--- config.mk ---
export PLATFORM = sky130hd
export DESIGN_NAME = multibrot_orbit_plotter
export DESIGN_NICKNAME = d
export VERILOG_FILES = /design/src/rtl/mop_pkg.sv /design/src/rtl/mop_mult.sv /design/src/rtl/mop_pixel.sv /design/src/rtl/multibrot_orbit_plotter.sv
export SDC_FILE = /design/constraint.sdc
export NUM_CORES = 2
export LEC_CHECK = 0
export BUFFER_PORTS_ARGS = -buffer_cell sky130_fd_sc_hd__buf_2
export CAP_MARGIN = 20
export CORE_MARGIN = 4
export CORE_UTILIZATION = 56
export DETAILED_ROUTE_END_ITERATION = 16
export GPL_TIMING_DRIVEN = 1
export PLACE_DENSITY = 0.79
export SLEW_MARGIN = 20
export SYNTH_ARGS = -nofsm -noshare
export SYNTH_HDL_FRONTEND = slang
export SYNTH_SLANG_ARGS = --single-unit
--- constraint.sdc ---
create_clock -name clk_i -period 10 [get_ports clk_i]
set_clock_uncertainty 0.15 [all_clocks]
set_input_delay 1.5 -clock clk_i [delete_from_list [all_inputs] [get_ports clk_i]]
set_output_delay 1.5 -clock clk_i [all_outputs]
set_load 0.01 [all_outputs]
--- src/rtl/mop_pkg.sv ---
// shared types, constants and fixed-point helpers for the multibrot orbit plotter
package mop_pkg;

  // fixed-point format of z and c
  localparam int FRAC_BITS = 28;
  localparam int PIX_SHIFT = FRAC_BITS + 2;
  localparam int MUL_W     = 33;
  localparam int PROD_W    = 2 * MUL_W;
  localparam int PIX_A_W   = 48;
  localparam int PIX_IP_W  = PIX_A_W - PIX_SHIFT + 2;

  // escape limit 4.0 in the fixed-point format, widened for the sum of squares
  localparam logic signed [33:0] ESC_LIM = 34'sd1 <<< (FRAC_BITS + 2);

  // register indexes of the configuration port
  typedef enum logic [1:0] {
    REG_MAX_ITER = 2'd0,
    REG_POWER    = 2'd1,
    REG_WIDTH    = 2'd2,
    REG_HEIGHT   = 2'd3
  } reg_idx_e;

  // sequencer states
  typedef enum logic [3:0] {
    S_IDLE,
    S_MX,
    S_MY,
    S_PYW,
    S_SQI,
    S_SQR,
    S_CR,
    S_WB,
    S_ESC,
    S_OUT
  } state_e;

  // tag that travels with a product through the multiplier
  typedef enum logic [2:0] {
    OP_NONE,
    OP_PX,
    OP_PY,
    OP_SI,
    OP_SR,
    OP_CR
  } mul_op_e;

  typedef struct packed {
    logic               start_req;
    logic signed [31:0] c_re;
    logic signed [31:0] c_im;
  } in_t;

  typedef struct packed {
    logic               valid_res;
    logic signed [15:0] pixel_x;
    logic signed [15:0] pixel_y;
    logic               last;
    logic               escaped;
    logic [16:0]        iteration_count;
  } out_t;

  // saturate a 34-bit sum to 32 bits
  function automatic logic signed [31:0] sat32(input logic signed [33:0] v);
    logic signed [31:0] r;
    if (v[33:31] == 3'b000 || v[33:31] == 3'b111) begin
      r = v[31:0];
    end else if (v[33]) begin
      r = 32'sh8000_0000;
    end else begin
      r = 32'sh7fff_ffff;
    end
    return r;
  endfunction

  // floor shift of a full product by the fraction bits, then saturate
  function automatic logic signed [31:0] qmul(input logic signed [PROD_W-1:0] p);
    logic signed [PROD_W-1:0] s;
    logic signed [31:0]       r;
    s = p >>> FRAC_BITS;
    if (s[PROD_W-1:31] == '0 || s[PROD_W-1:31] == '1) begin
      r = s[31:0];
    end else if (s[PROD_W-1]) begin
      r = 32'sh8000_0000;
    end else begin
      r = 32'sh7fff_ffff;
    end
    return r;
  endfunction

endpackage

--- src/rtl/mop_mult.sv ---
// shared signed multiplier with a registered product and operation tag
module mop_mult
  import mop_pkg::*;
(
  input  logic                     clk_i,
  input  logic                     rst_ni,
  input  logic signed [MUL_W-1:0]  a_i,
  input  logic signed [MUL_W-1:0]  b_i,
  input  mul_op_e                  op_i,
  output logic signed [PROD_W-1:0] prod_o,
  output mul_op_e                  op_o
);

  logic signed [PROD_W-1:0] prod_q;
  mul_op_e                  op_q;

  // tag is control, cleared at reset
  always_ff @(posedge clk_i or negedge rst_ni) begin
    if (!rst_ni) begin
      op_q <= OP_NONE;
    end else begin
      op_q <= op_i;
    end
  end

  // product register
  always_ff @(posedge clk_i) begin
    prod_q <= a_i * b_i;
  end

  assign prod_o = prod_q;
  assign op_o   = op_q;

endmodule

--- src/rtl/mop_pixel.sv ---
// screen coordinate mapping: trunc toward zero of size/2 + a/2^(frac+2), saturated
module mop_pixel
  import mop_pkg::*;
(
  input  logic signed [PROD_W-1:0] prod_i,
  input  logic                     neg_i,
  input  logic [12:0]              size_i,
  output logic signed [15:0]       pix_o
);

  logic signed [PIX_A_W-1:0]  a;
  logic signed [PIX_IP_W-1:0] ip;
  logic [PIX_SHIFT-1:0]       r;
  logic                       frac;
  logic                       ge_half;

  always_comb begin
    // scaled coordinate, negated for the y axis
    a       = neg_i ? -prod_i[PIX_A_W-1:0] : prod_i[PIX_A_W-1:0];
    r       = a[PIX_SHIFT-1:0];
    ge_half = r[PIX_SHIFT-1];
    ip      = PIX_IP_W'($signed(a[PIX_A_W-1:PIX_SHIFT])) + PIX_IP_W'(size_i[12:1]);
    // odd sizes carry a half pixel offset
    if (size_i[0]) begin
      ip   = ip + PIX_IP_W'(ge_half);
      frac = (r != {1'b1, {(PIX_SHIFT-1){1'b0}}});
    end else begin
      frac = (r != '0);
    end
    // floor to trunc for negative values
    if (ip[PIX_IP_W-1] && frac) begin
      ip = ip + PIX_IP_W'(1);
    end
    // saturate to 16 bits
    if (ip > PIX_IP_W'(32767)) begin
      pix_o = 16'sh7fff;
    end else if (ip < -PIX_IP_W'(32768)) begin
      pix_o = 16'sh8000;
    end else begin
      pix_o = ip[15:0];
    end
  end

endmodule

--- src/rtl/multibrot_orbit_plotter.sv ---
// top level: sequencer, orbit state and result register of the orbit plotter
//
// Input channel in_valid_i / in_stall_o carries one beat per orbit step:
// start_req=1 loads c and sets z=c, start_req=0 advances the running orbit.
// Every accepted beat yields exactly one result beat on out_valid_o /
// out_stall_i. A beat that arrives with no orbit running gives an all-zero
// result with valid_res=0, going from idle straight to the hand-off state.
// An orbit step sends all products one at a time through the single registered
// multiplier: two for the pixel mapping, then per complex squaring three
// products plus a write-back state (power=0: one write-back state in their
// place), followed by an escape/update state and a state to hand off the
// result. The input takes the next beat once the sequencer is back in idle.
// in_stall_o is high while a step is in progress; the next beat is taken
// while the previous result still waits in the output register.
// If the receiver stalls, the result holds in the output register and the
// sequencer waits in its hand-off state until that register frees up.
// Configuration writes (cfg_we_i, cfg_idx_i, cfg_data_i) are registered
// and belong between steps. Reset clears the orbit (idle) and loads the
// defaults: 255 iterations, power 1, a 640 x 480 screen.
module multibrot_orbit_plotter
  import mop_pkg::*;
(
  input  logic        clk_i,
  input  logic        rst_ni,
  input  logic        in_valid_i,
  output logic        in_stall_o,
  input  in_t         in_data_i,
  output logic        out_valid_o,
  input  logic        out_stall_i,
  output out_t        out_data_o,
  input  logic        cfg_we_i,
  input  reg_idx_e    cfg_idx_i,
  input  logic [15:0] cfg_data_i
);

  state_e state_q, state_d;

  // configuration registers
  logic [15:0] max_iter_q;
  logic [3:0]  power_q;
  logic [12:0] width_q, height_q;

  // orbit state
  logic signed [31:0] z_re_q, z_im_q, pt_re_q, pt_im_q, sq_re_q, sq_im_q;
  logic signed [15:0] px_q, py_q;
  logic [16:0]        step_q;
  logic               running_q;
  logic [3:0]         e_q;
  out_t               res_q;

  // output register
  logic out_valid_q;
  out_t out_q;

  // multiplier interface
  logic signed [MUL_W-1:0]  mul_a, mul_b;
  mul_op_e                  mul_op;
  logic signed [PROD_W-1:0] prod;
  mul_op_e                  prod_op;
  logic signed [15:0]       pix;
  logic [12:0]              pix_size;

  logic in_acc, out_free;
  logic signed [33:0] sq_sum;
  logic               esc;

  assign in_acc   = in_valid_i && (state_q == S_IDLE);
  assign out_free = !out_valid_q || !out_stall_i;
  assign sq_sum   = 34'(sq_re_q) + 34'(sq_im_q);
  assign esc      = sq_sum > ESC_LIM;

  mop_mult u_mult (
    .clk_i  (clk_i),
    .rst_ni (rst_ni),
    .a_i    (mul_a),
    .b_i    (mul_b),
    .op_i   (mul_op),
    .prod_o (prod),
    .op_o   (prod_op)
  );

  assign pix_size = (prod_op == OP_PY) ? height_q : width_q;

  mop_pixel u_pixel (
    .prod_i (prod),
    .neg_i  (prod_op == OP_PY),
    .size_i (pix_size),
    .pix_o  (pix)
  );

  // next state
  always_comb begin
    state_d = state_q;
    case (state_q)
      S_IDLE: begin
        if (in_valid_i) begin
          state_d = (in_data_i.start_req || running_q) ? S_MX : S_OUT;
        end
      end
      S_MX:  state_d = S_MY;
      S_MY:  state_d = (power_q == '0) ? S_PYW : S_SQI;
      S_PYW: state_d = S_ESC;
      S_SQI: state_d = S_SQR;
      S_SQR: state_d = S_CR;
      S_CR:  state_d = S_WB;
      S_WB:  state_d = (e_q > 4'd1) ? S_SQI : S_ESC;
      S_ESC: state_d = S_OUT;
      S_OUT: state_d = out_free ? S_IDLE : S_OUT;
      default: state_d = S_IDLE;
    endcase
  end

  // multiplier issue
  always_comb begin
    mul_a  = MUL_W'(z_re_q);
    mul_b  = MUL_W'(z_re_q);
    mul_op = OP_NONE;
    case (state_q)
      S_MX: begin
        mul_a  = MUL_W'(z_re_q);
        mul_b  = $signed({{(MUL_W-13){1'b0}}, width_q});
        mul_op = OP_PX;
      end
      S_MY: begin
        mul_a  = MUL_W'(z_im_q);
        mul_b  = $signed({{(MUL_W-13){1'b0}}, height_q});
        mul_op = OP_PY;
      end
      S_SQI: begin
        mul_a  = MUL_W'(z_im_q);
        mul_b  = MUL_W'(z_im_q);
        mul_op = OP_SI;
      end
      S_SQR: begin
        mul_a  = MUL_W'(z_re_q);
        mul_b  = MUL_W'(z_re_q);
        mul_op = OP_SR;
      end
      S_CR: begin
        mul_a  = MUL_W'(z_im_q);
        mul_b  = MUL_W'(z_re_q);
        mul_op = OP_CR;
      end
      default: mul_op = OP_NONE;
    endcase
  end

  // sequencer state
  always_ff @(posedge clk_i or negedge rst_ni) begin
    if (!rst_ni) begin
      state_q <= S_IDLE;
    end else begin
      state_q <= state_d;
    end
  end

  // configuration writes
  always_ff @(posedge clk_i or negedge rst_ni) begin
    if (!rst_ni) begin
      max_iter_q <= 16'd255;
      power_q    <= 4'd1;
      width_q    <= 13'd640;
      height_q   <= 13'd480;
    end else if (cfg_we_i) begin
      case (cfg_idx_i)
        REG_MAX_ITER: max_iter_q <= cfg_data_i;
        REG_POWER:    power_q    <= cfg_data_i[3:0];
        REG_WIDTH:    width_q    <= cfg_data_i[12:0];
        REG_HEIGHT:   height_q   <= cfg_data_i[12:0];
        default:      max_iter_q <= max_iter_q;
      endcase
    end
  end

  // orbit state and product write-back
  always_ff @(posedge clk_i or negedge rst_ni) begin
    if (!rst_ni) begin
      z_re_q    <= '0;
      z_im_q    <= '0;
      pt_re_q   <= '0;
      pt_im_q   <= '0;
      sq_re_q   <= '0;
      sq_im_q   <= '0;
      step_q    <= '0;
      running_q <= 1'b0;
      e_q       <= '0;
      px_q      <= '0;
      py_q      <= '0;
      res_q     <= '0;
    end else begin
      case (state_q)
        S_IDLE: begin
          if (in_acc) begin
            res_q <= '0;
            if (in_data_i.start_req) begin
              pt_re_q   <= in_data_i.c_re;
              pt_im_q   <= in_data_i.c_im;
              z_re_q    <= in_data_i.c_re;
              z_im_q    <= in_data_i.c_im;
              sq_re_q   <= '0;
              sq_im_q   <= '0;
              step_q    <= '0;
              running_q <= 1'b1;
            end
          end
        end
        S_MY: e_q <= power_q;
        S_WB: e_q <= e_q - 4'd1;
        S_ESC: begin
          res_q.valid_res <= 1'b1;
          res_q.pixel_x   <= px_q;
          res_q.pixel_y   <= py_q;
          if (esc) begin
            res_q.last            <= 1'b1;
            res_q.escaped         <= 1'b1;
            res_q.iteration_count <= step_q;
            running_q             <= 1'b0;
          end else begin
            z_re_q        <= sat32(34'(z_re_q) + 34'(pt_re_q));
            z_im_q        <= sat32(34'(z_im_q) + 34'(pt_im_q));
            res_q.escaped <= 1'b0;
            if (step_q >= {1'b0, max_iter_q}) begin
              res_q.last            <= 1'b1;
              res_q.iteration_count <= {1'b0, max_iter_q} + 17'd1;
              running_q             <= 1'b0;
            end else begin
              res_q.last            <= 1'b0;
              res_q.iteration_count <= '0;
              step_q                <= step_q + 17'd1;
            end
          end
        end
        default: running_q <= running_q;
      endcase

      // products come back in the cycle after issue
      case (prod_op)
        OP_PX: px_q <= pix;
        OP_PY: py_q <= pix;
        OP_SI: sq_im_q <= qmul(prod);
        OP_SR: sq_re_q <= qmul(prod);
        OP_CR: begin
          z_re_q <= sat32(34'(sq_re_q) - 34'(sq_im_q));
          z_im_q <= sat32(34'(qmul(prod)) + 34'(qmul(prod)));
        end
        default: px_q <= px_q;
      endcase
    end
  end

  // output register
  always_ff @(posedge clk_i or negedge rst_ni) begin
    if (!rst_ni) begin
      out_valid_q <= 1'b0;
    end else if (state_q == S_OUT && out_free) begin
      out_valid_q <= 1'b1;
    end else if (!out_stall_i) begin
      out_valid_q <= 1'b0;
    end
  end

  always_ff @(posedge clk_i) begin
    if (state_q == S_OUT && out_free) begin
      out_q <= res_q;
    end
  end

  assign in_stall_o  = (state_q != S_IDLE);
  assign out_valid_o = out_valid_q;
  assign out_data_o  = out_q;

endmodule

## After elaboration in Yosys (flattened, before gate mapping)

Cells that the tools add are included.
Widths: inputs -> output; s select.

- Register bits: 470
- Logic and storage cells: 185

- Eq/ne operators: 33
- Multiplexer cells: 60
- $mul: 1
- Reductions and logical operators: 43
- Add/sub/neg operators: 12
- $lt $le $gt $ge: 5

Operators with widths:

| kind | number |
|---|---|
| $mux 32 | 24 |
| $add 32x32->33 | 4 |
| $pmux 32 s2 | 2 |
| $pmux 52 s2 | 1 |
| $pmux 33 s3 | 1 |
| $mux 17 | 5 |
| $mul 33x33->66 | 1 |
| $mux 52 | 1 |
| $mux 48 | 1 |
| $neg 48->48 | 1 |
| $mux 20 | 2 |
| $pmux 4 s10 | 1 |
| $eq 35x35->1 const B | 1 |
| $logic_not 35->1 | 1 |
| $pmux 17 s2 | 1 |
| $gt 33x32->1 const B | 1 |
| $mux 33 | 1 |
| $sub 32x32->33 | 1 |
| $mux 16 | 2 |
| $ne 30x30->1 const B | 1 |
| $reduce_bool 30->1 | 1 |
| $add 20x1->20 | 1 |
| $add 20x2->20 const B | 1 |
| $gt 20x16->1 const B | 1 |
| 42 further kinds | 97 |

## Longest topological paths before layout

- Depth after elaboration: 10
- Depth in mapped cells: 38

## Cells and area by module

From an unflattened synthesis, not the netlist that was laid out.

- Cells, all modules: 7,737
- Area total of the unflattened synthesis: 70,293.7 µm²

Modules (own cells, without submodules):

| module | area each (µm²) | instances | cells an instance | seq. area each (µm²) |
|---|---|---|---|---|
| mop_mult | 40,401.2 | 1 | 4,310 | 1,396.3 |
| multibrot_orbit_plotter | 26,555.5 | 1 | 2,964 | 10,313.6 |
| mop_pixel | 3,337.0 | 1 | 463 | 0.0 |

## Least setup slack after synthesis

OpenSTA, ideal clock, no wires.

- Path type: reg-to-reg
- From: register state_q[2]
- To: register u_mult.prod_q[58] (netlist: u_mult.prod_o[58])
- Library setup time: 0.142 ns
- Required time: 9.708 ns
- Path buffers: 5
- Stages on the path, launching flop included: 34
- Period minus slack after synthesis: 9.875 ns
- Arrival: 9.583 ns
- Path slack: 0.125 ns
- Cell sequence: dfrtp_1 -> clkbuf_1 -> nor2_1 -> or3_1 -> clkbuf_1 -> clkbuf_1 -> buf_1 -> a21oi_1 -> clkbuf_1 -> nor2_1 -> fa_1 -> inv_1 -> fa_1 -> fa_1 -> fa_1 -> inv_1 -> fa_1 -> fa_1 -> fa_1 -> inv_1 -> fa_1 -> inv_1 -> ha_1 -> a21oi_1 -> nor2_1 -> o211a_1 -> o31ai_1 -> o31ai_1 -> a2111oi_0 -> and3b_1 -> o311ai_0 -> a21boi_0 -> o21ai_0 -> o311ai_0

- Cells in the longest elaborated chain, start to end: 4
- Elaborated cells between the ends (all ways): 8

RTL lines:

| element | RTL line | RTL |
|---|---|---|
| start: declaration | multibrot_orbit_plotter.sv:36 | `state_e state_q, state_d;` |
| start signal: assignment | multibrot_orbit_plotter.sv:153 | `state_q <= state_d;` |
| $eq 4x2->1 or $eq 4x3->1 (tied branches) | multibrot_orbit_plotter.sv:118 | `case (state_q)` |
| $reduce_or 3->1 (no line) | - |  |
| $mux 33 | multibrot_orbit_plotter.sv:118 |  |
| $mul 33x33->66 (*) | mop_mult.sv:28 | `prod_q <= a_i * b_i;` |
| end signal: assignment | mop_mult.sv:28 |  |
| end: declaration | mop_mult.sv:14 | `logic signed [PROD_W-1:0] prod_q;` |

Every way passes the cells marked *; elsewhere a longest branch is shown, timed or not.
A chain may end at the register's enable or synchronous reset.

## Worst setup path in the final report

- From: register state_q[0]
- To: register u_mult.prod_q[65] (netlist: u_mult.prod_o[65])

The elaborated chain is that of the path after synthesis.

==> summary.md <==
| Metric | Value |
|---|---|
| Outcome | `complete, no violations` |
| P&R area growth vs syn | `8.94%` |
| Antenna viol nets, final | `0` |
| Worst Tran Pin Value | `1.22 ns` |
| Synth area leader | `fa_1` |
| IO Pins | `142` |
| CTS Root Buffer Type | `clkbuf_16` |
| Final Max Slew Viols | `0` |
| Cell count after synthesis | `7,418` |
| PortBufs | `141` |
| Top cells by count, synth | `inv_1, fa_1, nand2_1` |
| Main synth FF type | `dfrtp_1` |
| H-Tree Depth | `2` |
| XOR/XNOR share of the synthesized area | `2.95%` |
| Hold Crit Class | `flip-flop to flip-flop` |
| Post-layout util | `61.4%` |
| Yosys Warn Count | `0` |
| Ys async rst share | `74.9%` |
| Critical path capture point type | `flip-flop` |
| Die W | `352 µm` |
| Compound-cell area share of the yosys netlist | `12.2%` |
| Number of antenna violations at the first check in global routing | `8` |
| Final Hold Viols | `0` |
| CTS tree | `built` |
| Setup TNS | `0 ns` |
| Syn Area/Cell | `8.96 µm²` |
| Top cells by area, synth | `fa_1, dfrtp_1, inv_1` |
| Clock Tree Buf Depth | `3` |
| Total wire length | `226,000 µm` |
| Die area | `0.124 mm²` |
| Clock Pin Slew Worst Setup and Hold Paths | `0.06 ns` |
| Average wire per standard cell | `24.9 µm` |
| Std-Cell Core Area | `0.118 mm²` |
| Netlist Area Pre-Place | `0.0664 mm²` |
| Share of cells above drive strength 1 | `9.37%` |
| Layout filler cell count | `10,000` |
| Share of the synthesized area in the top cell type | `34.0%` |
| Nets@finish | `9,119` |
| Count leader, synth | `inv_1` |
| First-pass GRT wire length | `347,000 µm` |
| RSZ-0062 raised after global routing | `yes` |
| Crit path DAT | `10.20 ns` |
| Sequential cell area fraction in the yosys report | `17.6%` |
| Total gr overflow | `0` |
| Largest net degree at the start of global routing | `142` |
| Post-synthesis simple-gate area fraction | `14.8%` |
| DR vias | `55,700` |
| Multiplexer share of the synthesized area | `1.84%` |
| TritonRoute pass-1 iters | `8` |
| Max cap viols | `0` |
| Worst hold margin | `0.301 ns` |
| Tcrit/Tclk final | `98.3%` |
| Vias/cell | `6.12` |
| Site Rows | `126` |
| Crit-path slowest cell | `a22oi_2` |
| Clock tree sinks | `470` |
| Setup violations, final | `0` |
| Max Freq | `0.102 GHz` |
| Count of cell types in the netlist | `109` |
| Post-synth EDFFs | `52` |
| Gpl congestion | `1.04` |
| Crit-path max cell delay | `0.57 ns` |
| Dpl hpwl | `181,000 µm` |
| Relative slew slack | `18.5%` |
| Global-route usage over all layers | `36.6%` |
| Tmin final | `9.83 ns` |
| Syn_nets | `9,014` |
| Starting Density | `56.3%` |
| CP required | `10.37 ns` |
| Kind of start point of the critical path | `flip-flop` |
| Hold Buf Count CTS | `0` |
| Largest family of logic cells by synthesized area | `adder cells` |
| Most common cell type on the critical path | `fa_1` |
| DIE HEIGHT | `352 µm` |
| Worst-Skew Late Latency | `0.65 ns` |
| Number of remaining DRC errors | `0` |
| Synth Area in Adders | `41.4%` |
| Number of global-route vias before repair | `57,800` |
| DR iter-0 viols | `5,942` |
| Number of synthesized register bits | `470` |
| WS Path Type | `flip-flop to flip-flop` |
| Num CTS Buffers | `52` |
| Worst-path fanout max | `38` |
flip-flops by register name, summed over array words and instances, names as in the netlist:
signal,cells
px_q,16
z_im_q,32
pt_re_q,32
power_q,4
running_q,1
u_mult.prod_o,66
pt_im_q,32
sq_im_q,32
out_valid_o,1
height_q,13
py_q,16
e_q,4
state_q,4
out_data_o,52
sq_re_q,32
max_iter_q,16
res_q,52
u_mult.op_o,3
z_re_q,32
width_q,13
step_q,17
cells by family (layout without fill, tap and decap cells):
| group | count (synthesis) | after routing |
|---|---|---|
| compound gates | 1180 | 1180 |
| other cells | 0 | 8 |
| simple gates | 2276 | 2276 |
| mux | 113 | 113 |
| xor+xnor | 223 | 223 |
| buf+inv | 1633 | 1781 |
| flops | 470 | 470 |
| fa+ha+maj | 1523 | 1523 |
what timing repair did:
item,in CTS,in global routing
setup endpoints to repair,4,17
setup buffers,0,2
hold endpoints to repair,0,0
resized for setup,2,28
pin swaps,0,2
metal layers:
metal,global-route usage (%),part of all wire (%)
met1,47.1,37
met2,56.6,44
met3,8.01,11
met4,22.9,8.0
met5,0,0.0057
path summary, 6_finish.rpt:
kind,from,endpoint,slack (ns),depth (start not counted)
worst max-delay path,state_q[0],u_mult.prod_o[65],0.17,34
worst min-delay path,res_q[34],out_data_o[34],0.30,0
worst max register to register,state_q[0],u_mult.prod_o[65],0.17,34
worst min register to register,res_q[34],out_data_o[34],0.30,0
max in group asynchronous,rst_ni,pt_re_q[2],7.47,3
min in group asynchronous,rst_ni,step_q[9],0.59,1
layout by cell type (no fill, tap or decap), types with 78 or more instances in the layout:
| cell | count |
|---|---|
| inv_1 | 1277 |
| ha_1 | 379 |
| a21oi_1 | 232 |
| buf_2 | 140 |
| a21o_1 | 97 |
| xnor2_1 | 173 |
| dfrtp_1 | 337 |
| o21ai_0 | 239 |
| nor3_1 | 78 |
| nand3_1 | 148 |
| buf_4 | 211 |
| nor2_1 | 845 |
| fa_1 | 1128 |
| nand2_1 | 891 |
metrics by stage:
stage | cell area, µm² | std cells | setup WS (ns)
global placement | 70400 | 9001 | 0.0314
floorplan | 66400 | 7418 | 0.125
global route | 72400 | 9106 | -0.0988
CTS | 72200 | 9099 | 0.0203
detailed placement | 70500 | 9002 | -0.131
finish | 72400 | 9110 | 0.170
final cells by class:
type,instances,area [µm²],area share (%)
clock buffer,68,1430,1.98
clock inverter,29,319,0.441
multi-input combinational,5315,48900,67.6
inverter,1283,4820,6.65
antenna,8,20.0,0.0277
timing repair buffer,401,3240,4.47
tap,1536,1920,2.66
sequential,470,11700,16.2
worst max-delay path, delay by kind of cell (launching register included):
family | cells | cell delay, ns
adders and majority gates | 9 | 4.26
AOI/OAI and AO/OA | 11 | 2.85
and+or+nand+nor | 6 | 0.99
buffers and inverters | 7 | 0.95
DFF | 1 | 0.43
xor gates and xnor gates | 1 | 0.09
Power is left out: the tool's default activity adds up to more than one toggle a clock period on the data nets, which glitch-free logic cannot reach.
